--- src/hw/rtl/pld_pkg.sv ---
// ----------------------------------------------------------------------------
// pld_pkg
// widths, register indexes and the queued request type of the distance block
// ----------------------------------------------------------------------------
package pld_pkg;

  localparam int unsigned CoordW   = 16;
  localparam int unsigned VecW     = CoordW + 1;
  localparam int unsigned ProdW    = 2 * CoordW;
  localparam int unsigned MagW     = ProdW + 1;
  localparam int unsigned SqW      = 2 * MagW - 1;
  localparam int unsigned NumW     = SqW + 2;
  localparam int unsigned DirSqW   = 2 * CoordW - 1;
  localparam int unsigned DdW      = 2 * CoordW;
  localparam int unsigned DistW    = 17;
  localparam int unsigned QuoW     = 2 * DistW;
  localparam int unsigned HiW      = NumW - QuoW;
  localparam int unsigned RootRemW = DistW + 2;
  localparam int unsigned NumRegs  = 6;
  localparam int unsigned RegIdxW  = 3;

  localparam logic [RegIdxW-1:0] RegBaseX = 3'd0;
  localparam logic [RegIdxW-1:0] RegBaseY = 3'd1;
  localparam logic [RegIdxW-1:0] RegBaseZ = 3'd2;
  localparam logic [RegIdxW-1:0] RegDirX  = 3'd3;
  localparam logic [RegIdxW-1:0] RegDirY  = 3'd4;
  localparam logic [RegIdxW-1:0] RegDirZ  = 3'd5;

  typedef struct packed {
    logic signed [VecW-1:0]   v_x;
    logic signed [VecW-1:0]   v_y;
    logic signed [VecW-1:0]   v_z;
    logic signed [CoordW-1:0] d_x;
    logic signed [CoordW-1:0] d_y;
    logic signed [CoordW-1:0] d_z;
    logic                     degenerate;
  } req_t;

endpackage

--- src/hw/rtl/pld_queue.sv ---
// ----------------------------------------------------------------------------
// pld_queue
// two-entry request queue between front and back
// ----------------------------------------------------------------------------
module pld_queue (
  input  logic          clk_i,
  input  logic          rst_ni,
  input  logic          push_i,
  input  pld_pkg::req_t push_req_i,
  input  logic          pop_i,
  output logic          full_o,
  output logic          pop_vld_o,
  output pld_pkg::req_t pop_req_o
);

  pld_pkg::req_t mem_q [2];
  logic          wptr_q, rptr_q;
  logic [1:0]    cnt_q, cnt_d;
  logic          do_push, do_pop;

  assign full_o    = (cnt_q == 2'd2);
  assign pop_vld_o = (cnt_q != 2'd0);
  assign pop_req_o = mem_q[rptr_q];
  assign do_push   = push_i & ~full_o;
  assign do_pop    = pop_i & pop_vld_o;

  always_comb begin
    cnt_d = cnt_q;
    if (do_push && !do_pop) begin
      cnt_d = cnt_q + 2'd1;
    end else if (do_pop && !do_push) begin
      cnt_d = cnt_q - 2'd1;
    end
  end

  always_ff @(posedge clk_i or negedge rst_ni) begin
    if (!rst_ni) begin
      wptr_q <= 1'b0;
      rptr_q <= 1'b0;
      cnt_q  <= 2'd0;
    end else begin
      wptr_q <= wptr_q ^ do_push;
      rptr_q <= rptr_q ^ do_pop;
      cnt_q  <= cnt_d;
    end
  end

  always_ff @(posedge clk_i) begin
    if (do_push) begin
      mem_q[wptr_q] <= push_req_i;
    end
  end

endmodule

--- config.mk ---
export PLATFORM = sky130hd
export DESIGN_NAME = pld_queue
export DESIGN_NICKNAME = d
export VERILOG_FILES = /design/src/hw/rtl/pld_pkg.sv /design/src/hw/rtl/pld_queue.sv
export SDC_FILE = /design/constraint.sdc
export NUM_CORES = 1
export LEC_CHECK = 0
export BUFFER_PORTS_ARGS = -buffer_cell sky130_fd_sc_hd__buf_4
export CAP_MARGIN = 20
export CORE_MARGIN = 2
export CORE_UTILIZATION = 47
export DETAILED_ROUTE_END_ITERATION = 8
export PLACE_DENSITY = 0.8
export SYNTH_ARGS = -nofsm -noshare
export SYNTH_HDL_FRONTEND = slang
export SYNTH_SLANG_ARGS = --single-unit
--- constraint.sdc ---
create_clock -name clk_i -period 5.5 [get_ports clk_i]
set_input_delay 0.55 -clock clk_i [delete_from_list [all_inputs] [get_ports clk_i]]
set_output_delay 0.55 -clock clk_i [all_outputs]
set_load 0.02 [all_outputs]
==> summary.md <==
| Metric | Value |
|---|---|
| Post-place setup slack | 2.69 ns |
| Maximum frequency from static timing analysis | 318 MHz |
| Capture point of the worst path | pop_req_o[45] |
| Fin nets | 657 |
| Worst-case clock buffer depth | 3 |
| Total routing usage reported by global routing | 15.4% |
| Starting Density | 47.8% |
| Number of global-route vias before repair | 4008 |
| Highest ir drop seen on vdd | 0.422 mV |
| Die area | 17800 sq um |
| Data required time of the critical path | 4.95 ns |
| Number of placement rows | 47 |
| Antenna violations before repair | 0 |
| Cell area after placement | 9550 sq um |
| Clk sinks | 204 |
| Unique masters post-synth | 15 |
| Number of routed nets with antenna violations | 0 |
| Die extent in x | 133 um |
| Number of violations reported at the end of detailed-routing iteration 0 | 206 |
| Number of synthesis warnings | 0 |
| Clock-pin slew on the worst setup and hold paths | 0.06 ns |
| Layout cell share with drive strength beyond 1 | 60.6% |
| Source of the critical timing path | rptr_q |
| Maximum number of pins on one net before global-route repair | 60 |
| Commonest cells after routing, fill and taps aside | buf_4, edfxtp_1, mux2_4 |
| WS Path Type | flip-flop to output pin |
| Post-route cell area | 10200 sq um |
| Sequential area share after synthesis | 77.6% |
| Number of CTS-inserted buffers | 20 |
| H-tree depth reported by CTS | 1 |
| Run status | finished clean |
| Biggest area consumer among synthesized cells | edfxtp_1 |
| Number of buffers inserted for hold repair after clock tree synthesis | 1 |
| Clk Tree Root Cell | clkbuf_16 |
| Setup TNS | 0 ns |
| Largest cells by area after synthesis | edfxtp_1, mux2_4, buf_12 |
| Routed length per placed instance | 18.1 um |
| Delay contributed by the slowest stage of the critical path | 0.94 ns |
| Worst R2R Path Depth | 4 |
| Count of final setup violators | 0 |
| DRT Pass-1 Iters | 4 |
| Final worst-path setup slack | 2.35 ns |
| Die Span Y | 133 um |
| Vias per cell | 4.80 |
| Worst reg2reg path endpoint | mem_q[0][68] |
| Arr. time, crit path | 2.60 ns |
| Fin. Hold Viols | 0 |
| Most common cell after layout, fill and taps aside | buf_4 |
| Count of final max-slew check failures | 0 |
| Synth Instances | 329 |
| Register bit count reported by yosys | 204 |
| Total I/O pin count | 206 |
| Synth Net Count | 436 |
| Worst Setup Start Kind | flip-flop |
| Utilization after layout | 62.2% |
| Cell breakdown of the critical path | buf_4, mux2_4, buf_4 |
| Count of input and output buffers | 205 |
| Post-CTS setup buffer count | 0 |
| Post-synthesis instance area | 7870 sq um |
| Crit share post-route | 57.3% |
| Total DRC errors in the routed layout | 0 |
| Kind of path behind the tightest hold check | input pin to flip-flop |
| Slowest stage cell, crit path | dfrtp_4 |
| Diodes inserted | 0 |
| MaxCap Viol Count | 0 |
| Post-DP HPWL | 9390 um |
| Average cell area after synthesis | 23.9 sq um |
| Fill count | 1161 |
| Worst setup EP type | output pin |
| First-pass GRT wire length | 21000 um |
| RSZ-0062 raised after global routing | false |
| Maximum fanout count along the critical path | 43 |
| Area added between synthesis and finish | 30.0% |
| Startpoint of the worst register-to-register path | cnt_q[1] |
| Clock tree from TritonCTS | yes |
| Share of the synthesized area in the top cell type | 76.3% |
| Slew at the pin with the worst max-slew slack | 0.867 ns |
| Total detailed-routing wirelength | 14200 um |
| Latest clock arrival within the worst-skew pair | 0.48 ns |
| Flop2flop setup slack | 2.76 ns |
| Core area | 16500 sq um |
| Worst slew slack as a fraction of its limit | 42.2% |
| Minimum period implied by the final worst setup slack | 3.15 ns |
| Power per unit of standard cell area | 564 nW/um^2 |
| Total power of the final layout | 0.00577 W |
| Critical Path Most Common Cell | buf_4 |
| Aggregate global routing overflow | 0 |
| Standby leakage power | 4.08 nW |
| Post-cts sizing count | 0 |
| Routability Congestion | 0.737 |
| Via Count | 3763 |
| Clock skew after layout | 0.00846 ns |
cell type report:
class | count | area [sq um] | area share, %
Clock buffer | 27 | 558 | 5.45
Sequential cell | 204 | 6110 | 59.7
Multi-Input combinational cell | 112 | 1590 | 15.5
Tap cell | 220 | 275 | 2.69
Inverter | 2 | 7.51 | 0.0733
Clock inverter | 9 | 118 | 1.15
Timing Repair Buffer | 210 | 1580 | 15.4
synthesized netlist by cell type:
cell type / instances
edfxtp_1: 200
mux2_4: 90
mux2_2: 10
buf_12: 9
dfrtp_1: 4
ha_1: 3
inv_1: 2
nor2b_1: 2
xnor2_1: 2
xor2_1: 2
buf_2: 1
buf_6: 1
nand2_1: 1
nor2_1: 1
or2_2: 1
kinds of logic (layout without fill, tap and decap cells):
group	Yosys count	after routing	synth area share, %
fa+ha+maj	3	3	0.477
simple gates	5	5	0.334
buf+inv	13	248	2.59
flops	204	204	77.6
xor+xnor	4	4	0.445
mux	100	100	18.6
worst min-delay path by stage:
stage                   start           end  slack, ns  cells after the start
2_1_floorplan          rst_ni      cnt_q[0]       0.25                      0
3_3_place_gp           rst_ni        wptr_q       0.35                      1
3_5_place_dp           rst_ni      cnt_q[1]       0.35                      1
4_1_cts        push_req_i[25]  mem_q[0][25]       0.23                      1
5_1_grt        push_req_i[63]  mem_q[0][63]       0.22                      1
6_report       push_req_i[63]  mem_q[0][63]       0.25                      1
power breakdown:
| part | internal (W) | switching (W) |
|---|---|---|
| combinational | 0.00104 | 0.00105 |
| sequential | 0.00213 | 0.000171 |
| clock | 0.000852 | 0.000535 |
per-layer routing:
metal / track usage (%) / vias to the layer above / wire (um)
met5: 0 / - / 0
met4: 4.73 / 0 / 290
met3: 5.21 / 24 / 1240
met2: 26.2 / 157 / 7100
met1: 18.6 / 1840 / 5550
li1: - / 1742 / -
worst max-delay path, delay by kind of cell (launching register included):
kind / cells / cell delay, ns
mux: 1 / 0.35
buf+inv: 2 / 0.81
flops: 1 / 0.94
state kept, by name, indices dropped and copies added (netlist names):
signal / count
mem_q: 200
cnt_q: 2
rptr_q: 1
wptr_q: 1
metrics by stage:
step                instances  hold slack (ns)
detailed placement        747            0.354
finish                    784            0.253
global route              784            0.225
global placement          747            0.347
CTS                       784            0.225
floorplan                 329            0.254
Power figures use the tool's default switching activity.
