--- src/hw/rtl/pld_pkg.sv ---
// ----------------------------------------------------------------------------
// pld_pkg
// widths, register indexes and the queued request type of the distance block
// ----------------------------------------------------------------------------
package pld_pkg;

  localparam int unsigned CoordW   = 16;
  localparam int unsigned VecW     = CoordW + 1;
  localparam int unsigned ProdW    = 2 * CoordW;
  localparam int unsigned MagW     = ProdW + 1;
  localparam int unsigned SqW      = 2 * MagW - 1;
  localparam int unsigned NumW     = SqW + 2;
  localparam int unsigned DirSqW   = 2 * CoordW - 1;
  localparam int unsigned DdW      = 2 * CoordW;
  localparam int unsigned DistW    = 17;
  localparam int unsigned QuoW     = 2 * DistW;
  localparam int unsigned HiW      = NumW - QuoW;
  localparam int unsigned RootRemW = DistW + 2;
  localparam int unsigned NumRegs  = 6;
  localparam int unsigned RegIdxW  = 3;

  localparam logic [RegIdxW-1:0] RegBaseX = 3'd0;
  localparam logic [RegIdxW-1:0] RegBaseY = 3'd1;
  localparam logic [RegIdxW-1:0] RegBaseZ = 3'd2;
  localparam logic [RegIdxW-1:0] RegDirX  = 3'd3;
  localparam logic [RegIdxW-1:0] RegDirY  = 3'd4;
  localparam logic [RegIdxW-1:0] RegDirZ  = 3'd5;

  typedef struct packed {
    logic signed [VecW-1:0]   v_x;
    logic signed [VecW-1:0]   v_y;
    logic signed [VecW-1:0]   v_z;
    logic signed [CoordW-1:0] d_x;
    logic signed [CoordW-1:0] d_y;
    logic signed [CoordW-1:0] d_z;
    logic                     degenerate;
  } req_t;

endpackage

--- src/hw/rtl/pld_front.sv ---
// ----------------------------------------------------------------------------
// pld_front
// line registers and request capture
// ----------------------------------------------------------------------------
module pld_front (
  input  logic                                 clk_i,
  input  logic                                 rst_ni,
  input  logic                                 cfg_we_i,
  input  logic [pld_pkg::RegIdxW-1:0]          cfg_idx_i,
  input  logic [pld_pkg::CoordW-1:0]           cfg_wdata_i,
  input  logic                                 accept_i,
  input  logic signed [pld_pkg::CoordW-1:0]    query_x_i,
  input  logic signed [pld_pkg::CoordW-1:0]    query_y_i,
  input  logic signed [pld_pkg::CoordW-1:0]    query_z_i,
  input  logic                                 taken_i,
  output logic                                 req_vld_o,
  output pld_pkg::req_t                        req_o
);

  logic signed [pld_pkg::CoordW-1:0] regs_q [pld_pkg::NumRegs];
  logic                              vld_q, vld_d;
  pld_pkg::req_t                     req_q, req_d;

  always_ff @(posedge clk_i or negedge rst_ni) begin
    if (!rst_ni) begin
      for (int i = 0; i < int'(pld_pkg::NumRegs); i++) begin
        regs_q[i] <= '0;
      end
    end else if (cfg_we_i && (cfg_idx_i <= pld_pkg::RegDirZ)) begin
      regs_q[cfg_idx_i] <= cfg_wdata_i;
    end
  end

  always_comb begin
    req_d            = req_q;
    req_d.v_x        = pld_pkg::VecW'(query_x_i) - pld_pkg::VecW'(regs_q[pld_pkg::RegBaseX]);
    req_d.v_y        = pld_pkg::VecW'(query_y_i) - pld_pkg::VecW'(regs_q[pld_pkg::RegBaseY]);
    req_d.v_z        = pld_pkg::VecW'(query_z_i) - pld_pkg::VecW'(regs_q[pld_pkg::RegBaseZ]);
    req_d.d_x        = regs_q[pld_pkg::RegDirX];
    req_d.d_y        = regs_q[pld_pkg::RegDirY];
    req_d.d_z        = regs_q[pld_pkg::RegDirZ];
    req_d.degenerate = (regs_q[pld_pkg::RegDirX] == '0) && (regs_q[pld_pkg::RegDirY] == '0)
                       && (regs_q[pld_pkg::RegDirZ] == '0);
    vld_d            = accept_i | (vld_q & ~taken_i);
  end

  always_ff @(posedge clk_i or negedge rst_ni) begin
    if (!rst_ni) begin
      vld_q <= 1'b0;
    end else begin
      vld_q <= vld_d;
    end
  end

  always_ff @(posedge clk_i) begin
    if (accept_i) begin
      req_q <= req_d;
    end
  end

  assign req_vld_o = vld_q;
  assign req_o     = req_q;

endmodule

--- config.mk ---
export PLATFORM = sky130hd
export DESIGN_NAME = pld_front
export DESIGN_NICKNAME = d
export VERILOG_FILES = /design/src/hw/rtl/pld_pkg.sv /design/src/hw/rtl/pld_front.sv
export SDC_FILE = /design/constraint.sdc
export NUM_CORES = 1
export LEC_CHECK = 0
export ABC_AREA = 1
export BUFFER_PORTS_ARGS = -buffer_cell sky130_fd_sc_hd__buf_2
export CAP_MARGIN = 10
export CORE_UTILIZATION = 57
export DETAILED_ROUTE_END_ITERATION = 16
export HOLD_SLACK_MARGIN = 0.05
export PLACE_DENSITY = 0.8
export SETUP_SLACK_MARGIN = 0.2
export SYNTH_ARGS = -nofsm -noshare
export SYNTH_HDL_FRONTEND = slang
export SYNTH_SLANG_ARGS = --single-unit
--- constraint.sdc ---
create_clock -name clk_i -period 2.4 [get_ports clk_i]
set_input_delay 0.48 -clock clk_i [delete_from_list [all_inputs] [get_ports clk_i]]
set_output_delay 0.48 -clock clk_i [all_outputs]
set_load 0.03 [all_outputs]
==> summary.txt <==
Logic synthesis
  • Simple-gate share of the synthesized area: 0.2102
  • Post-synthesis adder-cell area fraction: 0.06687
  • Mean instance size in the synthesized netlist: 8.790 sq um
  • Area share of xor/xnor cells in the synthesized design: 0.01862
  • Synthesis Warnings: 0
  • Register area share after synthesis: 0.5496
  • Share of the synthesized area in compound gates (AO/OA/AOI/OAI): 0.06459
  • Mux share of post-synthesis cell area: 0
  • Net count after synthesis: 1247
  • Number of distinct standard cells referenced by the synthesized netlist: 26
  • Synthesized netlist cell count: 1124
  • Total standard cell area after synthesis: 0.009879 sq mm
  • Flops & latches, synth: 197
  • Main combinational cell family by area after synthesis: simple AND/OR/NAND/NOR gates

Finish
  • Ratio of cells with drive above 1 in the final layout: 0.1941
  • Most common cell after layout, fill and taps aside: sky130_fd_sc_hd__nand2_1
  • Final standard cell area without fillers: 0.01157 sq mm
  • Antenna diode count: 0
  • Area grow syn2layout: 17.16%
  • Seq. cell area: 0.005430 sq mm
  • Area of the multi-input gates: 0.003560 sq mm
  • Total of fill cells in the finished design: 1336
  • Final Core Density: 0.6906
  • Most used cells in the layout excluding fill and tap cells: 366 x sky130_fd_sc_hd__nand2_1, 205 x sky130_fd_sc_hd__inv_1, 170 x sky130_fd_sc_hd__buf_2
  • Nets: 1429

Drt
  • Drt wl/cell: 14.80 um
  • Initial detailed-routing violation count: 582
  • First-pass DRT Iterations: 5
  • Vias per cell: 5.045
  • Drt total wl: 22.78 mm
  • Via count: 7765
  • Drc violations: 0
  • Post-route antenna net violation count: 0

Clocking
  • Buffer levels on the longest clock path: 2
  • Root buffer selected by CTS: sky130_fd_sc_hd__clkbuf_16
  • Cts bufs inserted: 17
  • Postcts setup bufs: 0
  • Clock input transition at the sequential cells of the worst setup and hold paths: 70 ps
  • CTS H-Tree Depth: 4
  • CTS tree: yes
  • CTS-repair resized insts: 0
  • Post-CTS Hold Fix Bufs: 0
  • Insertion delay of the later-clocked pin in the worst-skew pair: 430 ps
  • Clock sinks: 197

Setup path
  • Maximum fanout along the worst path: 3
  • Beginning of the worst register-to-register path: regs_q[64]$_DFFE_PN0P_
  • Critical path origin: regs_q[64]$_DFFE_PN0P_
  • Critical Path Sink: req_o[76]$_DFFE_PP_
  • Crit path required time: 2580 ps
  • Capturing point of the worst reg2reg path: req_o[76]$_DFFE_PP_
  • Length in cells of the worst reg-to-reg path: 10
  • Critical Path Source Type: flop
  • Minimum setup slack among reg-to-reg paths: 440 ps
  • Arrival time at the worst endpoint: 2130 ps
  • Kind of critical path: flop to flop
  • Setup crit end kind: flop

Timing
  • Final period demand of the worst path: 1956 ps
  • Fin. max-slew vios: 0
  • Setup repair after global routing missed its margin: no
  • Setup TNS after final layout: 0 ps
  • Final Hold Slack: 63.37 ps
  • Clk_skew: 7.205 ps
  • Max-Slew Margin vs Limit: 0.5801
  • Final hold viol count: 0
  • Actual transition at the worst max-transition pin: 629.9 ps
  • Final count of negative-setup-slack endpoints: 0
  • Maximum clock rate: 511.1 MHz
  • Final worst-path cycle share: 0.8152

Power
  • Combinational power share: 0.310
  • Leakage power: 0.006126 uW
  • Relative contribution of the clock network to total power: 0.251
  • Power density over the cells: 916.5 mW/mm^2
  • Switching power as a share of total power: 0.3632
  • Share of power burned in registers: 0.439
  • Net switching power: 3853 uW
  • Internal Power: 6756 uW
  • Worst voltage drop across the vdd grid: 499.6 uV

Floorplan
  • Die boundary width: 133.7 um
  • Starting density of the core: 0.5895
  • Placeable core area: 0.01676 sq mm
  • Floorplan die area: 0.01786 sq mm
  • Row count: 47
  • Number of primary I/O pins: 173
  • Die Y: 133.7 um

Placed design
  • Post-Place Cell Area: 0.01103 sq mm
  • Routability congestion estimate from global placement: 0.8914
  • Number of buffers inserted by port buffering: 172
  • HPWL reported at the end of detailed placement: 16.81 mm

GRT
  • Largest net degree at the start of global routing: 102
  • Final global-route overflow total: 0
  • First-pass GRT wire length: 36.09 mm
  • Via count of the first global-routing pass: 7269
  • Overall fraction of global-route tracks in use: 0.2664
  • Antenna violations before repair: 0

Run status
  • Outcome: completed

Worst hold path
  • Worst hold path type: input pin to async pin

Job
  • Number of maximum-capacitance constraint violations: 0
worst min-delay path by stage:
stage	from	to	slack [ps]	cells after the start
after floorplan	rst_ni	regs_q[0]$_DFFE_PN0P_	180	0
after global placement	regs_q[17]$_DFFE_PN0P_	req_o[18]$_DFFE_PP_	460	0
after detailed placement	regs_q[40]$_DFFE_PN0P_	req_o[41]$_DFFE_PP_	460	0
after CTS	rst_ni	regs_q[83]$_DFFE_PN0P_	80	1
after global routing	rst_ni	regs_q[81]$_DFFE_PN0P_	110	1
final	rst_ni	regs_q[83]$_DFFE_PN0P_	60	1
critical path, cell delays in order (launching register included):
cell and delay (ps):
sky130_fd_sc_hd__dfrtp_1 400, sky130_fd_sc_hd__ha_1 220, sky130_fd_sc_hd__fa_1 420, sky130_fd_sc_hd__inv_1 70, sky130_fd_sc_hd__nand2_1 40, sky130_fd_sc_hd__nand2_1 120, sky130_fd_sc_hd__nand3_1 80, sky130_fd_sc_hd__nand2_1 120
sky130_fd_sc_hd__nand2_1 80, sky130_fd_sc_hd__nand3_1 70, sky130_fd_sc_hd__nand2_1 70
sequential cells by signal, summed over array words and instances, names as in the netlist:
register   flops
req_o        100
regs_q        96
req_vld_o      1
metal layers:
metal	GRT usage	part of all wire	vias up
met2	0.4395	0.49	237
met3	0.03615	0.050	28
li1	-	-	3887
met4	0.09343	0.019	0
met5	0	0	-
met1	0.3636	0.44	3613
kinds of logic (layout without fill, tap and decap cells):
family	count (synthesis)	count (layout)
AOI/OAI and AO/OA	127	127
xor gates and xnor gates	21	21
adders and majority gates	51	51
buffers and inverters	232	427
DFF	197	197
and+or+nand+nor	496	496
synth_stat cells:
| library cell | n | area (sq um) |
|---|---|---|
| sky130_fd_sc_hd__nand2_1 | 366 | 1374 |
| sky130_fd_sc_hd__inv_1 | 205 | 769.5 |
| sky130_fd_sc_hd__edfxtp_1 | 100 | 3003 |
| sky130_fd_sc_hd__dfrtp_1 | 97 | 2427 |
| sky130_fd_sc_hd__o21ai_1 | 51 | 255.2 |
| sky130_fd_sc_hd__ha_1 | 48 | 600.6 |
| sky130_fd_sc_hd__nor2_1 | 48 | 180.2 |
| sky130_fd_sc_hd__o21ai_0 | 45 | 225.2 |
| sky130_fd_sc_hd__nand3_1 | 34 | 170.2 |
| sky130_fd_sc_hd__a21oi_1 | 30 | 150.1 |
| sky130_fd_sc_hd__nand2_2 | 20 | 125.1 |
| sky130_fd_sc_hd__buf_2 | 15 | 75.07 |
| sky130_fd_sc_hd__xor2_1 | 13 | 113.9 |
| sky130_fd_sc_hd__nor3_2 | 12 | 120.1 |
| sky130_fd_sc_hd__inv_2 | 9 | 33.78 |
| sky130_fd_sc_hd__xnor2_1 | 8 | 70.07 |
| sky130_fd_sc_hd__nand4_1 | 5 | 31.28 |
| sky130_fd_sc_hd__or2_1 | 4 | 25.02 |
| sky130_fd_sc_hd__clkbuf_1 | 3 | 11.26 |
| sky130_fd_sc_hd__fa_1 | 3 | 60.06 |
| sky130_fd_sc_hd__nor2_2 | 2 | 12.51 |
| sky130_fd_sc_hd__nor4_1 | 2 | 12.51 |
| sky130_fd_sc_hd__nand3_2 | 1 | 10.01 |
| sky130_fd_sc_hd__nand3b_1 | 1 | 7.510 |
| sky130_fd_sc_hd__o21bai_1 | 1 | 7.510 |
| sky130_fd_sc_hd__or2_4 | 1 | 8.760 |
metrics by stage:
stage          total power, uW  setup WS (ps)  instances
3_3_place_gp              7855          317.5       1507
5_1_grt                  11220          313.3       1539
3_5_place_dp              7992          245.1       1507
2_1_floorplan             7049          519.0       1124
4_1_cts                  10660          453.7       1539
6_report                 10610          443.6       1539
area by class of cell:
class / count / share of cell area
tap: 220 / 0.02378
clock buffer: 18 / 0.03708
timing repair buffer: 181 / 0.08280
inverter: 214 / 0.06940
clock inverter: 14 / 0.01027
multi-input combinational: 695 / 0.3075
sequential: 197 / 0.4691
power by group through the flow:
stage | clock network (uW) | registers, uW | logic, uW
after floorplan | 0 | 5280 | 1770
after global placement | 0 | 4690 | 3170
after detailed placement | 0 | 4710 | 3280
after CTS | 2710 | 4650 | 3300
after global routing | 2840 | 4710 | 3670
final | 2670 | 4650 | 3290
Power figures use the tool's default switching activity.
